$ cat config.mk
export PLATFORM = sky130hd
export DESIGN_NAME = pibc_mul
export DESIGN_NICKNAME = d
export VERILOG_FILES = /design/src/design/pibc_pkg.sv /design/src/design/pibc_mul.sv
export SDC_FILE = /design/constraint.sdc
export NUM_CORES = 1
export LEC_CHECK = 0
export ABC_CLOCK_PERIOD_IN_PS = 5950
export BUFFER_PORTS_ARGS = -buffer_cell sky130_fd_sc_hd__buf_2
export CORE_MARGIN = 2
export CORE_UTILIZATION = 55
export CTS_CLUSTER_DIAMETER = 200
export DETAILED_ROUTE_END_ITERATION = 10
export HOLD_SLACK_MARGIN = 0.06
export PLACE_DENSITY = 0.83
export SLEW_MARGIN = 20
export SYNTH_ARGS = -nofsm -noshare
export SYNTH_HDL_FRONTEND = slang
export SYNTH_SLANG_ARGS = --single-unit
$ cat constraint.sdc
create_clock -name clk -period 5.95 [get_ports clk]
set_clock_uncertainty 0.2 [all_clocks]
set_input_delay 0.595 -clock clk [delete_from_list [all_inputs] [get_ports clk]]
set_output_delay 0.595 -clock clk [all_outputs]
set_load 0.02 [all_outputs]
$ cat src/design/pibc_pkg.sv
// Shared widths, codes and operand types of the PI back-calculation regulator.
package pibc_pkg;

  localparam int FRAC_W   = 12;
  localparam int SAMPLE_W = 16;
  localparam int GAIN_W   = 16;
  localparam int LIMIT_W  = 16;
  localparam int OUT_W    = 24;
  localparam int ERR_W    = SAMPLE_W + 1;
  localparam int ACC_W    = 29;
  localparam int SAT_W    = 40;
  localparam int CFG_IDX_W  = 3;
  localparam int CFG_DATA_W = 16;

  // Shared multiplier: signed 25 x signed 18 gives a 43 bit product.
  localparam int MUL_A_W = 25;
  localparam int MUL_B_W = 18;
  localparam int PROD_W  = MUL_A_W + MUL_B_W;

  // Register indexes on the configuration channel.
  typedef enum logic [CFG_IDX_W-1:0] {
    CFG_CURRENT_MODE = 3'd0,
    CFG_PROP_GAIN    = 3'd1,
    CFG_INTEG_GAIN   = 3'd2,
    CFG_OUT_LOW      = 3'd3,
    CFG_OUT_HIGH     = 3'd4
  } cfg_idx_e;

  // Request operation codes.
  localparam logic OP_UPDATE = 1'b0;
  localparam logic OP_CLEAR  = 1'b1;

  typedef struct packed {
    logic signed [MUL_A_W-1:0] a;
    logic signed [MUL_B_W-1:0] b;
  } mul_op_t;

endpackage

$ cat src/design/pibc_mul.sv
// Shared signed multiplier with a registered product.
module pibc_mul import pibc_pkg::*; (
  input  logic                     clk,
  input  mul_op_t                  op,
  output logic signed [PROD_W-1:0] prod
);

  always_ff @(posedge clk) begin
    prod <= PROD_W'(op.a * op.b);
  end

endmodule

==> reports/qor.txt, run 1 <==
outcome: finished, violations left
failing checks: negative setup slack
Synth Cell Area: 16900 sq um
mux cell area share after synthesis: 0%
Max-cap violations: 0
highest clock rate: 158 MHz
H-tree depth: 2
Fin. Hold Viols: 0
register area share after synthesis: 5.10%
Final Util: 69.0%
DP HPWL: 37600 um
FFs w/ async S/R, synth: 0%
Die X: 179 um
row count: 64
fraction of layout instances using a drive strength above 1: 22.9%
XOR/XNOR Fraction of Synth Area: 1.82%
post-synthesis simple-gate area fraction: 14.8%
Synth Register Bits: 43
Synth warnings: 0
Worst setup EP type: flop
top flop regs: prod (43)
Diodes inserted: 0
post-synth cell types: 49
Top reg by flops: prod
area grow syn2layout: 24.5%
final-report max-slew violation count: 0
hold path endpoint: prod[0]$_DFF_P_
Hold Path Stages: 3
Syn Inst Count: 1863
Post-Synth Adder-Cell Area: 60.3%
drt drc: 0
vias in the first global route: 15500
CTS tree: done
largest family of logic cells by synthesized area: adder cells
Die H: 179 um
RSZ-0062 raised after global routing: yes
Post-synth EDFFs: 0
initial DRC count: 996
crit path kind: in -> reg
crit share post-route: 107%
DIE AREA: 32100 sq um
root buffer cell: clkbuf_16
Synth Flop Type: dfxtp_1
first-pass GRT wire length: 75600 um
Final ANT Viol Nets: 0
placed instance area: 19700 sq um
drt total wl: 46000 um
Pre-antenna DRT Iters: 6
worst slack at placement: -1.11 ns
Compound-Gate Fraction of Synth Area: 4.99%
I/O pins: 87
Final WS setup: -0.397 ns
clock-pin slew on the worst setup and hold paths: 0.07 ns
Startpoint Class: input port
IO buf count: 86
max reg flops: 43
final setup vio count: 16
Post-Syn Nets: 2455
syn_area_per_cell: 9.05 sq um
Least-Margin Pin Slew: 0.458 ns
Period minus WS final: 6.35 ns
initial core utilization: 55.4%
Num CTS Buffers: 5
RePlAce Congestion: 0.930
Hold Path Class: in -> reg
Hold Path Origin: op[18]
largest net degree at the start of global routing: 23
total clock sinks: 43
Arr. time, crit path: 6.34 ns
cell area after layout: 21000 sq um
CP Max Fanout: 22
initial antenna violation count: 0
GRT Util Overall: 30.7%
Overflow after GRT: 0
Max transition margin: 69.5%
core region area: 30400 sq um
via count: 13800
nets@finish: 2739
CTS Buffer Depth: 2
Critical Path RT: 5.95 ns
WL per Instance: 18.1 um
Via density: 5.41
[Yosys cell counts (3+ instances only)]
library cell    n  share of area (%)
a211oi_1        7               0.31
a21boi_0        3               0.13
a21o_1         11               0.49
a21oi_1        31               0.92
a31oi_1         5               0.19
and2_1        167                6.2
clkbuf_1       70                1.6
dfxtp_1        43                5.1
fa_1          441                 52
ha_1          107                7.9
inv_1         515                 11
nand2_1       277                6.2
nand2b_1       11               0.41
nand3_1         5               0.15
nand4_1         4               0.15
nor2_1         46                1.0
nor2b_1         6               0.22
nor3_1          7               0.21
o211ai_1        3               0.13
o21a_1          6               0.27
o21ai_0        22               0.65
o21bai_1        5               0.22
o311ai_1        4               0.21
xnor2_1        31                1.6
xor2_1          4               0.21
[routing by layer]
layer  vias to the layer above  track usage [%]  share of wire (%)
li1                       5917                -                  -
met3                       207             4.88                8.3
met2                       717             53.9                 51
met5                         -                0                  0
met4                         0             16.3                5.8
met1                      6933             36.2                 35
[stage by stage]
stage,std cells,hold slack [ns],setup TNS (ns)
2_1_floorplan,1863,0.517,-0.360
3_3_place_gp,2506,0.812,-12.09
3_5_place_dp,2506,0.810,-15.51
4_1_cts,2528,0.516,-2.21
5_1_grt,2544,0.535,-6.12
6_report,2544,0.533,-3.43
[worst max path at each step]
stage	startpoint	slack, ns	to
floorplan	op[5]	-0.19	prod[42]$_DFF_P_
global placement	op[3]	-0.95	prod[41]$_DFF_P_
detailed placement	op[10]	-1.11	prod[41]$_DFF_P_
CTS	op[4]	-0.33	prod[42]$_DFF_P_
global route	op[4]	-0.56	prod[42]$_DFF_P_
finish	op[2]	-0.40	prod[42]$_DFF_P_
[timing repair]
action	in CTS	in global routing
buffers inserted	13	17
cloned	2	1
pin swaps	74	75
resized for setup	154	77
endpoints found under the setup margin	20	21
hold buffers	0	0
[critical path, cell delays in order]
cell       delay (ns)
buf_4            0.26
nand2_1          0.13
fa_1             0.50
fa_1             0.53
inv_1            0.04
ha_1             0.27
inv_1            0.05
fa_1             0.52
inv_2            0.04
fa_1             0.55
inv_2            0.05
fa_1             0.56
inv_2            0.05
ha_4             0.23
a211oi_4         0.30
o2111ai_4        0.22
buf_6            0.18
a31o_4           0.24
o31ai_4          0.40
o311ai_4         0.16
a2111oi_4        0.39
a311oi_2         0.06
[cell usage in the layout, fill, tap and decap left out, drive strengths merged, types with 4 or more instances in the layout]
| cell type | instances |
|---|---|
| nand3 | 5 |
| nor2b | 6 |
| o21bai | 5 |
| o21ai | 25 |
| nand4 | 4 |
| a21oi | 31 |
| a31oi | 5 |
| nand2 | 277 |
| inv | 515 |
| xnor2 | 31 |
| fa | 441 |
| dfxtp | 43 |
| nand2b | 11 |
| nor3 | 7 |
| buf | 344 |
| and2 | 167 |
| a21o | 11 |
| clkbuf | 7 |
| o311ai | 4 |
| ha | 107 |
| nor2 | 46 |
| a21boi | 4 |
| o21a | 6 |
| xor2 | 4 |
| a211oi | 9 |
[kinds of logic (layout without fill, tap and decap cells)]
group | Yosys count | after routing
buffers and inverters | 586 | 871
AO/OA/AOI/OAI | 122 | 122
XOR/XNOR | 35 | 35
flip-flops | 43 | 43
AND/OR/NAND/NOR | 529 | 529
adder cells (fa/ha/maj) | 548 | 548
[final cells by class]
cell class                      instances  area [sq um]
Clock inverter                          3          25.0
Multi-Input combinational cell       1234         14600
Inverter                              515          1940
Clock buffer                            5           125
Tap cell                              396           495
Sequential cell                        43           861
Fill cell                            2094          9430
Timing Repair Buffer                  348          2990
Power of run 1 is left out: the tool's default activity adds up to more than one toggle a clock period on the data nets, which glitch-free logic cannot reach.
==> run 2: changes to the inputs <==
Settings changed: CELL_PAD_IN_SITES_DETAIL_PLACEMENT set to 0, CELL_PAD_IN_SITES_GLOBAL_PLACEMENT set to 2, CORE_UTILIZATION 55 to 37, PLACE_DENSITY 0.83 to 0.87.
==> reports/qor.txt, run 2 (same netlist as run 1, synthesis figures left out) <==
outcome: finished, violations left
failing checks: negative setup slack
Max transition margin: 74.1%
root buffer cell: clkbuf_16
drt total wl: 47500 um
nets@finish: 2780
initial antenna violation count: 1
Via density: 4.66
Startpoint Class: input port
CTS tree: done
Critical Path RT: 5.98 ns
Least-Margin Pin Slew: 0.384 ns
drt drc: 0
Num CTS Buffers: 5
core region area: 45200 sq um
Period minus WS final: 6.18 ns
DIE AREA: 47300 sq um
H-tree depth: 2
RSZ-0062 raised after global routing: yes
Fin. Hold Viols: 0
commonest non-fill, non-tap cell in the layout: inv_1
WL per Instance: 17.0 um
CTS Buffer Depth: 2
top flop regs: prod (43)
area grow syn2layout: 30.4%
Worst setup EP type: flop
row count: 78
vias in the first global route: 14800
Final ANT Viol Nets: 0
Final WS setup: -0.235 ns
CP Max Fanout: 7
fraction of layout instances using a drive strength above 1: 26.4%
GRT Util Overall: 21.2%
I/O pins: 87
Hold Path Class: in -> reg
hold slack: 0.480 ns
largest net degree at the start of global routing: 19
Top reg by flops: prod
total clock sinks: 43
Hold-fix buffers, CTS: 0
crit share post-route: 104%
crit path kind: in -> reg
via count: 13000
initial core utilization: 37.3%
Die X: 218 um
max reg flops: 43
RePlAce Congestion: 0.877
Die H: 218 um
final-report max-slew violation count: 0
IO buf count: 86
most frequent cells in the layout: 481 x inv_1, 406 x fa_1, 268 x nand2_1
Overflow after GRT: 0
first-pass GRT wire length: 77100 um
highest clock rate: 162 MHz
initial DRC count: 646
Diodes inserted: 0
DP HPWL: 39800 um
final setup vio count: 14
Arr. time, crit path: 6.22 ns
Pre-antenna DRT Iters: 5
clock-pin slew on the worst setup and hold paths: 0.09 ns
Max-cap violations: 0
## run 2: cell count changes in the layout (fill, tap and decap cells not counted), sizes merged
cell and delta:
bufbuf -1, buf +34, clkbuf +8
## run 2: worst max-delay path: stages
cell and delay [ns]:
buf_16 0.13, buf_12 0.14, and2_4 0.13, fa_1 0.51
inv_2 0.04, fa_2 0.56, inv_2 0.04, fa_1 0.47
fa_2 0.49, fa_1 0.48, inv_1 0.05, fa_1 0.49
inv_2 0.04, ha_4 0.21, and2_4 0.16, a221oi_2 0.21
buf_4 0.18, a2111oi_4 0.07, a31o_4 0.26, o31ai_4 0.23
buf_6 0.17, o311ai_4 0.10, a2111oi_2 0.39, a311oi_1 0.08
## run 2: area by class of cell
cell class                      count  area [sq um]
Multi-Input combinational cell   1234         14700
Sequential cell                    43           861
Timing Repair Buffer              389          3630
Clock inverter                      3          25.0
Fill cell                        4220         23200
Clock buffer                        5           125
Inverter                          515          1940
Tap cell                          600           751
## run 2: timing repair
action,CTS,global route
gates resized for setup,145,183
pin swaps,69,79
endpoints found under the setup margin,23,20
cloned,2,8
buffers inserted,19,35
## run 2: worst paths after layout
kind  startpoint          endpoint  slack, ns  depth (start not counted)
min        op[1]   prod[1]$_DFF_P_       0.48                          3
max        op[4]  prod[42]$_DFF_P_      -0.23                         24
## run 2: through the flow
| step | area [sq um] | util (%) | setup TNS (ns) | std cells | setup WS, ns |
|---|---|---|---|---|---|
| after floorplan | 17400 | - | -0.360 | 1863 | -0.189 |
| after global placement | 20100 | 44.4 | -17.82 | 2721 | -1.11 |
| after detailed placement | 20100 | 44.4 | -19.48 | 2721 | -1.14 |
| after CTS | 21000 | 46.4 | -2.19 | 2748 | -0.295 |
| after global routing | 22000 | 48.7 | -3.92 | 2789 | -0.396 |
| final | 22000 | 48.7 | -1.46 | 2789 | -0.235 |
## run 2: routing by layer
layer | wire length (um) | up-vias | track usage, %
li1 | - | 5997 | -
met1 | 19400 | 6690 | 25.9
met2 | 24300 | 256 | 38.3
met3 | 2240 | 49 | 3.00
met4 | 1560 | 0 | 7.03
met5 | 0 | - | 0
Power of run 2 is left out for the same reason.
